[config.mk]
export PLATFORM = sky130hd
export DESIGN_NAME = i2c_bus_clear_sequencer
export DESIGN_NICKNAME = d
export VERILOG_FILES = /design/src/hw/rtl/ibcs_pkg.sv /design/src/hw/rtl/ibcs_csr.sv /design/src/hw/rtl/ibcs_in_stage.sv /design/src/hw/rtl/ibcs_engine.sv /design/src/hw/rtl/ibcs_out_stage.sv /design/src/hw/rtl/i2c_bus_clear_sequencer.sv
export SDC_FILE = /design/constraint.sdc
export NUM_CORES = 1
export LEC_CHECK = 0
export BUFFER_PORTS_ARGS = -buffer_cell sky130_fd_sc_hd__buf_2
export CAP_MARGIN = 20
export CELL_PAD_IN_SITES_DETAIL_PLACEMENT = 2
export CELL_PAD_IN_SITES_GLOBAL_PLACEMENT = 2
export CORE_UTILIZATION = 37
export DETAILED_ROUTE_END_ITERATION = 16
export GPL_TIMING_DRIVEN = 0
export PLACE_DENSITY = 0.76
export SLEW_MARGIN = 10
export SYNTH_ARGS = -nofsm -noshare
export SYNTH_HDL_FRONTEND = slang
export SYNTH_SLANG_ARGS = --single-unit
[constraint.sdc]
create_clock -name clock -period 4.91 [get_ports clock]
set_input_delay 0.7365 -clock clock [delete_from_list [all_inputs] [get_ports clock]]
set_output_delay 0.7365 -clock clock [all_outputs]
set_load 0.1 [all_outputs]
[src/hw/rtl/ibcs_pkg.sv]
package ibcs_pkg;

   localparam int TIMER_WIDTH_DEF = 16;
   localparam int HALF_W          = 16;
   localparam int LIMIT_W         = 16;
   localparam int PULSE_W         = 4;
   localparam int CSR_INDEX_W     = 2;
   localparam int CSR_DATA_W      = 16;

   localparam logic [HALF_W-1:0]  HALF_PERIOD_RESET = 16'd10;
   localparam logic [LIMIT_W-1:0] SCL_WAIT_RESET    = 16'd1000;
   localparam logic [PULSE_W-1:0] MAX_PULSES_RESET  = 4'd9;

   // Register indexes on the configuration port.
   localparam logic [CSR_INDEX_W-1:0] CSR_HALF_PERIOD = 2'd0;
   localparam logic [CSR_INDEX_W-1:0] CSR_SCL_WAIT    = 2'd1;
   localparam logic [CSR_INDEX_W-1:0] CSR_MAX_PULSES  = 2'd2;

   // Completion status codes.
   localparam logic [1:0] ST_OK     = 2'd0;
   localparam logic [1:0] ST_STUCK  = 2'd1;
   localparam logic [1:0] ST_REJECT = 2'd2;

   typedef enum logic [8:0] {
      PH_IDLE          = 9'b000000001,
      PH_INIT_HALF     = 9'b000000010,
      PH_PULSE_LOW     = 9'b000000100,
      PH_PULSE_WAIT    = 9'b000001000,
      PH_PULSE_HIGH    = 9'b000010000,
      PH_START_SDA_LOW = 9'b000100000,
      PH_STOP_SCL_LOW  = 9'b001000000,
      PH_STOP_SCL_HIGH = 9'b010000000,
      PH_STOP_SDA_HIGH = 9'b100000000
   } phase_type;

   typedef struct packed {
      logic kind;
      logic sda_level;
      logic scl_level;
   } req_type;

   typedef struct packed {
      logic               scl_release;
      logic               sda_release;
      logic               busy_res;
      logic               done_res;
      logic [1:0]         status;
      logic [PULSE_W-1:0] pulses_sent;
      logic               sda_freed;
      logic               scl_timeout_seen;
      logic               clear_performed;
   } rsp_type;

   typedef struct packed {
      logic [HALF_W-1:0]  half_period_ticks;
      logic [LIMIT_W-1:0] scl_wait_limit;
      logic [PULSE_W-1:0] max_pulses;
   } cfg_type;

endpackage

[src/hw/rtl/ibcs_csr.sv]
module ibcs_csr
   import ibcs_pkg::*;
(
   input  logic                   clock,
   input  logic                   reset,
   input  logic                   csr_valid,
   output logic                   csr_ready,
   input  logic [CSR_INDEX_W-1:0] csr_index,
   input  logic [CSR_DATA_W-1:0]  csr_data,
   output cfg_type                cfg
);

   cfg_type cfg_ff;
   cfg_type cfg_in;

   assign csr_ready = 1'b1;
   assign cfg       = cfg_ff;

   always_comb begin
      cfg_in = cfg_ff;
      if (csr_valid) begin
         unique case (csr_index)
            CSR_HALF_PERIOD: cfg_in.half_period_ticks = csr_data[HALF_W-1:0];
            CSR_SCL_WAIT:    cfg_in.scl_wait_limit    = csr_data[LIMIT_W-1:0];
            CSR_MAX_PULSES:  cfg_in.max_pulses        = csr_data[PULSE_W-1:0];
            default:         cfg_in = cfg_ff;
         endcase
      end
   end

   always_ff @(posedge clock) begin
      if (reset) begin
         cfg_ff.half_period_ticks <= HALF_PERIOD_RESET;
         cfg_ff.scl_wait_limit    <= SCL_WAIT_RESET;
         cfg_ff.max_pulses        <= MAX_PULSES_RESET;
      end else begin
         cfg_ff <= cfg_in;
      end
   end

endmodule

[src/hw/rtl/ibcs_in_stage.sv]
module ibcs_in_stage
   import ibcs_pkg::*;
(
   input  logic    clock,
   input  logic    reset,
   input  logic    req_valid,
   output logic    req_ready,
   input  req_type req_payload,
   input  logic    advance,
   output logic    item_valid,
   output req_type item
);

   logic    valid_ff;
   logic    valid_in;
   req_type data_ff;
   logic    take;

   assign req_ready  = !valid_ff || advance;
   assign take       = req_valid && req_ready;
   assign valid_in   = take || (valid_ff && !advance);
   assign item_valid = valid_ff;
   assign item       = data_ff;

   always_ff @(posedge clock) begin
      if (reset) begin
         valid_ff <= 1'b0;
      end else begin
         valid_ff <= valid_in;
      end
   end

   always_ff @(posedge clock) begin
      if (take) begin
         data_ff <= req_payload;
      end
   end

endmodule

[src/hw/rtl/ibcs_engine.sv]
module ibcs_engine
   import ibcs_pkg::*;
#(
   parameter int TIMER_WIDTH = TIMER_WIDTH_DEF
)(
   input  logic    clock,
   input  logic    reset,
   input  logic    step,
   input  req_type item,
   input  cfg_type cfg,
   output rsp_type result
);

   localparam int CW = ((TIMER_WIDTH > HALF_W) ? TIMER_WIDTH : HALF_W) + 1;

   phase_type              phase_ff, phase_in;
   logic [TIMER_WIDTH-1:0] delay_ff, delay_in;
   logic [TIMER_WIDTH-1:0] wait_ff, wait_in;
   logic [PULSE_W-1:0]     pulse_ff, pulse_in;
   logic                   freed_ff, freed_in;
   logic                   tmo_ff, tmo_in;
   logic                   clear_ff, clear_in;

   logic [CW-1:0]          dly_plus;
   logic [CW-1:0]          half_eff;
   logic                   dly_over;
   logic [TIMER_WIDTH-1:0] dly_next;
   logic                   wait_out;
   logic [PULSE_W-1:0]     pulse_inc;
   logic                   start_left;
   logic                   done;
   logic [1:0]             status;

   // A zero half period counts as one tick; a saturated counter also ends a delay.
   assign dly_plus  = CW'(delay_ff) + CW'(1);
   assign half_eff  = (cfg.half_period_ticks == '0) ? CW'(1) : CW'(cfg.half_period_ticks);
   assign dly_over  = (dly_plus >= half_eff) || (delay_ff == '1);
   assign dly_next  = dly_over ? '0 : dly_plus[TIMER_WIDTH-1:0];
   assign wait_out  = (CW'(wait_ff) >= CW'(cfg.scl_wait_limit)) || (wait_ff == '1);
   assign pulse_inc = pulse_ff + PULSE_W'(1);

   always_comb begin
      phase_in   = phase_ff;
      delay_in   = delay_ff;
      wait_in    = wait_ff;
      pulse_in   = pulse_ff;
      freed_in   = freed_ff;
      tmo_in     = tmo_ff;
      clear_in   = clear_ff;
      start_left = item.kind;
      done       = 1'b0;
      status     = ST_OK;

      unique case (phase_ff)
         PH_IDLE: begin
            if (item.kind) begin
               pulse_in   = '0;
               freed_in   = 1'b0;
               tmo_in     = 1'b0;
               clear_in   = 1'b0;
               delay_in   = '0;
               wait_in    = '0;
               start_left = 1'b0;
               if (item.sda_level && item.scl_level) begin
                  done = 1'b1;
               end else begin
                  clear_in = 1'b1;
                  phase_in = PH_INIT_HALF;
               end
            end else begin
               clear_in = clear_ff;
            end
         end
         PH_INIT_HALF: begin
            delay_in = dly_next;
            if (dly_over) begin
               if (item.sda_level || (cfg.max_pulses == '0)) begin
                  phase_in = PH_START_SDA_LOW;
               end else begin
                  phase_in = PH_PULSE_LOW;
               end
            end
         end
         PH_PULSE_LOW: begin
            delay_in = dly_next;
            if (dly_over) begin
               wait_in  = '0;
               phase_in = PH_PULSE_WAIT;
            end
         end
         PH_PULSE_WAIT: begin
            if (item.scl_level) begin
               phase_in = PH_PULSE_HIGH;
            end else if (wait_out) begin
               tmo_in   = 1'b1;
               phase_in = PH_PULSE_HIGH;
            end else begin
               wait_in = wait_ff + TIMER_WIDTH'(1);
            end
         end
         PH_PULSE_HIGH: begin
            delay_in = dly_next;
            if (dly_over) begin
               pulse_in = pulse_inc;
               if (item.sda_level) begin
                  freed_in = 1'b1;
                  phase_in = PH_START_SDA_LOW;
               end else if (pulse_inc >= cfg.max_pulses) begin
                  phase_in = PH_START_SDA_LOW;
               end else begin
                  phase_in = PH_PULSE_LOW;
               end
            end
         end
         PH_START_SDA_LOW: begin
            delay_in = dly_next;
            if (dly_over) begin
               phase_in = PH_STOP_SCL_LOW;
            end
         end
         PH_STOP_SCL_LOW: begin
            delay_in = dly_next;
            if (dly_over) begin
               phase_in = PH_STOP_SCL_HIGH;
            end
         end
         PH_STOP_SCL_HIGH: begin
            delay_in = dly_next;
            if (dly_over) begin
               phase_in = PH_STOP_SDA_HIGH;
            end
         end
         PH_STOP_SDA_HIGH: begin
            delay_in = dly_next;
            if (dly_over) begin
               done       = 1'b1;
               status     = (item.sda_level && item.scl_level) ? ST_OK : ST_STUCK;
               phase_in   = PH_IDLE;
               start_left = 1'b0;
            end
         end
         default: begin
            phase_in   = PH_IDLE;
            delay_in   = '0;
            wait_in    = '0;
            start_left = 1'b0;
         end
      endcase

      // A start that arrives while a sequence runs is refused, and the sequence goes on.
      if (start_left && !done) begin
         done   = 1'b1;
         status = ST_REJECT;
      end

      result.scl_release      = !((phase_in == PH_PULSE_LOW) || (phase_in == PH_STOP_SCL_LOW));
      result.sda_release      = !((phase_in == PH_START_SDA_LOW) ||
                                  (phase_in == PH_STOP_SCL_LOW) ||
                                  (phase_in == PH_STOP_SCL_HIGH));
      result.busy_res         = (phase_in != PH_IDLE);
      result.done_res         = done;
      result.status           = status;
      result.pulses_sent      = pulse_in;
      result.sda_freed        = freed_in;
      result.scl_timeout_seen = tmo_in;
      result.clear_performed  = clear_in;
   end

   always_ff @(posedge clock) begin
      if (reset) begin
         phase_ff <= PH_IDLE;
         delay_ff <= '0;
         wait_ff  <= '0;
         pulse_ff <= '0;
         freed_ff <= 1'b0;
         tmo_ff   <= 1'b0;
         clear_ff <= 1'b0;
      end else if (step) begin
         phase_ff <= phase_in;
         delay_ff <= delay_in;
         wait_ff  <= wait_in;
         pulse_ff <= pulse_in;
         freed_ff <= freed_in;
         tmo_ff   <= tmo_in;
         clear_ff <= clear_in;
      end
   end

endmodule

[src/hw/rtl/ibcs_out_stage.sv]
module ibcs_out_stage
   import ibcs_pkg::*;
(
   input  logic    clock,
   input  logic    reset,
   input  logic    load,
   input  rsp_type result,
   output logic    advance,
   output logic    rsp_valid,
   input  logic    rsp_ready,
   output rsp_type rsp_payload
);

   logic    valid_ff;
   logic    valid_in;
   rsp_type data_ff;

   // The result register may take a new item whenever it is empty or being drained.
   assign advance     = !valid_ff || rsp_ready;
   assign valid_in    = load || (valid_ff && !rsp_ready);
   assign rsp_valid   = valid_ff;
   assign rsp_payload = data_ff;

   always_ff @(posedge clock) begin
      if (reset) begin
         valid_ff <= 1'b0;
      end else begin
         valid_ff <= valid_in;
      end
   end

   always_ff @(posedge clock) begin
      if (load) begin
         data_ff <= result;
      end
   end

endmodule

[src/hw/rtl/i2c_bus_clear_sequencer.sv]
// A request reaches its response through the input register and then the result register.
// One tick per cycle unless stalled; the recovery state machine steps once per accepted tick.
// Only a stalled response channel slows the input side, through the result register.
// Reset is synchronous: phase goes idle, counters and flags clear, and the configuration
// registers return to half period 10, SCL wait limit 1000 and nine pulses.
module i2c_bus_clear_sequencer
   import ibcs_pkg::*;
#(
   parameter int TIMER_WIDTH = TIMER_WIDTH_DEF
)(
   input  logic                   clock,
   input  logic                   reset,
   input  logic                   req_valid,
   output logic                   req_ready,
   input  req_type                req_payload,
   output logic                   rsp_valid,
   input  logic                   rsp_ready,
   output rsp_type                rsp_payload,
   input  logic                   csr_valid,
   output logic                   csr_ready,
   input  logic [CSR_INDEX_W-1:0] csr_index,
   input  logic [CSR_DATA_W-1:0]  csr_data
);

   cfg_type cfg;
   logic    advance;
   logic    item_valid;
   req_type item;
   rsp_type result;
   logic    step;

   assign step = item_valid && advance;

   ibcs_csr u_csr (
      .clock     (clock),
      .reset     (reset),
      .csr_valid (csr_valid),
      .csr_ready (csr_ready),
      .csr_index (csr_index),
      .csr_data  (csr_data),
      .cfg       (cfg)
   );

   ibcs_in_stage u_in (
      .clock       (clock),
      .reset       (reset),
      .req_valid   (req_valid),
      .req_ready   (req_ready),
      .req_payload (req_payload),
      .advance     (advance),
      .item_valid  (item_valid),
      .item        (item)
   );

   ibcs_engine #(
      .TIMER_WIDTH (TIMER_WIDTH)
   ) u_engine (
      .clock  (clock),
      .reset  (reset),
      .step   (step),
      .item   (item),
      .cfg    (cfg),
      .result (result)
   );

   ibcs_out_stage u_out (
      .clock       (clock),
      .reset       (reset),
      .load        (step),
      .result      (result),
      .advance     (advance),
      .rsp_valid   (rsp_valid),
      .rsp_ready   (rsp_ready),
      .rsp_payload (rsp_payload)
   );

   a_status_only_on_done: assert property (@(posedge clock) disable iff (reset)
      rsp_valid && !rsp_payload.done_res |-> rsp_payload.status == ST_OK)
      else $error("status set without done");

   a_idle_lines_released: assert property (@(posedge clock) disable iff (reset)
      rsp_valid && !rsp_payload.busy_res |->
         rsp_payload.scl_release && rsp_payload.sda_release)
      else $error("bus driven low while idle");

   a_reject_only_busy: assert property (@(posedge clock) disable iff (reset)
      rsp_valid && (rsp_payload.status == ST_REJECT) |-> rsp_payload.busy_res)
      else $error("start rejected while idle");

   a_step_fills_result: assert property (@(posedge clock) disable iff (reset)
      step |=> rsp_valid)
      else $error("processed tick lost before the result register");

endmodule

==> impl_metrics.json <==
{
  "seq_area_mm2": 0.002202,
  "slew_violations": 0,
  "yosysSeqAreaShare_pct": 36.91,
  "ff2ff_path_depth": 15,
  "core_area_mm2": 0.01583,
  "vdd_drop_max_mv": 0.1617,
  "holdCritPathClass": "reg -> reg",
  "h-tree-depth": 3,
  "synth_top_flop_cell": "dfxtp_1",
  "whs_ns": 0.4603,
  "drcViolationCount": 0,
  "ff2ff_setup_slack_ns": 0.58,
  "cts-hold-fix-buffers": 0,
  "outcome": "finished, final reports clean",
  "period_minus_slack_ns": 4.331,
  "tns_ns": 0,
  "async_flop_share_pct": 0,
  "r2r-end": "u_out.rsp_payload[11]",
  "cap_viol_max_count": 0,
  "yosys.cell_count.top_type": "nand2_1",
  "grt_pass1_vias": 5993,
  "worstSkewPairLatency_ns": 0.36,
  "required_ns": 5.13,
  "fmax_mhz": 230.9,
  "yosysTopAreaCell": "dfxtp_1",
  "rows": 46,
  "detail-route-antenna-nets": 0,
  "multiInputGateArea_mm2": 0.003354,
  "path_clk_slew_ns": 0.07,
  "gp_congestion": 0.8527,
  "worstSetupEndpoint": "u_out.rsp_payload[11]",
  "drive_gt1_share_pct": 12.19,
  "postCtsSetupBuffers": 0,
  "path_cells": "nand3_1 > nor2_1 > and3_1 > clkbuf_1 > nand4_1 > xnor2_1 > ha_1 > a211oi_1 > o21ai_0 > a221o_1 > o21ai_0 > nand2_1 > buf_4 > a211oi_1 > o21a_1",
  "drt_iter0_drc": 252,
  "area_growth_pct": 13.65,
  "crit_path_start": "u_engine.delay_ff[2]",
  "hold_viol_final": 0,
  "min-delay-start": "u_csr.cfg[15]",
  "grt-ovfl-total": 0,
  "antenna_found_initial": 0,
  "critPathLaunchType": "register",
  "vias": 5591,
  "netSwitchingFraction_pct": 26.93,
  "critPathKind": "reg -> reg",
  "intPower_w": 0.001395,
  "wl_per_cell_um": 20.61,
  "syn_area_per_cell_um2": 8.355,
  "layout.nets": 831,
  "cpMaxStageDelayCell": "dfxtp_1",
  "nFillCells": 1844,
  "synth.cell_area_mm2": 0.005966,
  "synth_cell_type_count": 67,
  "gr-usage-all-layers_pct": 25.93,
  "synth_edf_count": 16,
  "cp_max_fo": 10,
  "synth_area_leaders": "dfxtp_1 29%, ha_1 8.2%, edfxtp_1 8.1%",
  "powerDensity_mw_per_mm2": 281.5,
  "antennaDiodeCount": 0,
  "initial_core_util_pct": 37.69,
  "grt_start_max_net_pins": 23,
  "slew_headroom_pct": 27.12,
  "leakage_nw": 2.606,
  "hpwl_um": 15430,
  "cts_made_buffers": 9,
  "clkSinkCount": 102,
  "die_y_um": 129.0,
  "reg2reg_from": "u_engine.delay_ff[2]",
  "sequentialPowerShare_pct": 46.3,
  "synth_seq_cells": 102,
  "wl_um": 20340,
  "io_buffers": 40,
  "syn_nets": 779,
  "total_power_w": 0.001909,
  "clockRootBuffer": "clkbuf_16",
  "cts_resized": 0,
  "cts_tree": "done",
  "tightest_slew_ns": 1.091,
  "grt_pass1_wl_um": 32640,
  "final.period_utilization_pct": 88.20,
  "slowest_delay_ns": 0.44,
  "io_pins": 42,
  "power.switching_w": 0.0005139,
  "design.die.area_mm2": 0.01664,
  "ys.warnings.count": 0,
  "arrival_ns": 4.56,
  "end_kind": "register",
  "synth_top_cell_area_share_pct": 28.86,
  "cts_max_path_buffers": 2,
  "fp.dieW_um": 129.0,
  "drt_pass1_iterations": 4,
  "pwr-share-comb_pct": 11.4,
  "pwr-share-clk_pct": 42.4,
  "netlist_instances": 714,
  "grt_setup_unrepaired": "false",
  "synth_commonest_cells": "97 x nand2_1, 86 x dfxtp_1, 63 x a21oi_1",
  "setup_viol": 0,
  "post_drt_via_cell_ratio": 5.665,
  "fin_skew_ns": 0.009778
}
## final cells by class
class | count | share of cell area (%)
Buffer | 46 | 3.709
Timing Repair Buffer | 41 | 3.119
Multi-Input combinational cell | 524 | 49.47
Sequential cell | 102 | 32.48
Inverter | 42 | 2.325
Clock inverter | 4 | 0.7935
Clock buffer | 12 | 4.115
Tap cell | 216 | 3.986
## critical path: cells and delay by family (launching register included)
family          cells  cell delay [ns]
compound gates      6             1.55
xor+xnor            1             0.21
fa+ha+maj           1             0.24
buf+inv             2             0.49
flops               1             0.44
simple gates        5             1.26
## metrics by stage
| stage | std cells | area [um^2] | setup slack (ns) | util [%] |
|---|---|---|---|---|
| after global routing | 987 | 6780 | 0.2685 | 42.84 |
| final | 987 | 6780 | 0.5792 | 42.84 |
| after detailed placement | 970 | 6436 | 0.6217 | 40.66 |
| after CTS | 986 | 6769 | 0.5550 | 42.77 |
| after global placement | 970 | 6436 | 0.8360 | 40.66 |
| after floorplan | 714 | 5966 | 1.504 | - |
## worst min-delay path by stage
stage | to | cells past startpoint
2_1_floorplan | u_engine.clear_ff | 2
3_3_place_gp | u_engine.clear_ff | 2
3_5_place_dp | u_csr.cfg[15] | 2
4_1_cts | u_csr.cfg[15] | 2
5_1_grt | u_csr.cfg[15] | 2
6_report | u_csr.cfg[15] | 2
## placed cells by master, fill, tap and decap left out, types with 4 or more instances in the layout
| master | Yosys | layout |
|---|---|---|
| o211ai_1 | 4 | 4 |
| edfxtp_1 | 16 | 16 |
| xor2_1 | 8 | 8 |
| o21ai_0 | 18 | 18 |
| nor4_1 | 13 | 13 |
| nor3_1 | 11 | 11 |
| and4_1 | 8 | 8 |
| nand4_1 | 14 | 14 |
| and3_1 | 9 | 9 |
| a211o_1 | 10 | 10 |
| a21oi_1 | 63 | 63 |
| clkbuf_1 | 21 | 22 |
| nand2b_1 | 11 | 11 |
| buf_6 | 6 | 7 |
| xnor2_1 | 11 | 11 |
| nand2_1 | 97 | 97 |
| a211oi_1 | 8 | 8 |
| nand3_1 | 36 | 36 |
| dfxtp_1 | 86 | 86 |
| ha_1 | 39 | 39 |
| clkbuf_16 | 0 | 11 |
| inv_1 | 42 | 42 |
| a21o_1 | 5 | 5 |
| nor2_1 | 46 | 46 |
| buf_4 | 5 | 5 |
| buf_2 | 12 | 52 |
| o21a_1 | 5 | 5 |
| a31oi_1 | 15 | 15 |
| o31ai_1 | 12 | 12 |
| nand3b_1 | 5 | 5 |
| mux2i_1 | 6 | 6 |
| or4_1 | 15 | 15 |
## state kept, by name, summed over array words and instances (netlist names), 3 cells and up
| name | cells |
|---|---|
| u_engine.delay_ff | 16 |
| u_csr.cfg | 36 |
| u_out.rsp_payload | 13 |
| u_in.item | 3 |
| u_engine.phase_ff | 9 |
| u_engine.wait_ff | 16 |
| u_engine.pulse_ff | 4 |
## power by group through the flow
stage	Clock, W	Sequential, W	Combinational, W
after floorplan	0	0.000928	0.000118
after global placement	0	0.000901	0.000208
after detailed placement	0	0.000903	0.000216
after CTS	0.000824	0.000883	0.000218
after global routing	0.000853	0.000885	0.000237
final	0.000808	0.000883	0.000217
## metal layers
metal / wire (um) / up-vias / track usage (%)
li1: - / 2693 / -
met1: 9295 / 2824 / 32.88
met2: 10360 / 61 / 46.52
met3: 470 / 13 / 3.243
met4: 210 / 0 / 6.159
met5: 0 / - / 0
## kinds of logic after synthesis
logic type               after synthesis  synth area share [%]
AND/OR/NAND/NOR                      289                 25.27
AO/OA/AOI/OAI                        168                 18.54
flip-flops                           102                 36.91
buffers and inverters                 88                 6.858
adder cells (fa/ha/maj)               39                 8.180
XOR/XNOR                              19                 2.789
multiplexers                           8                 1.384
other                                  1               0.06286
Power figures use the tool's default switching activity.
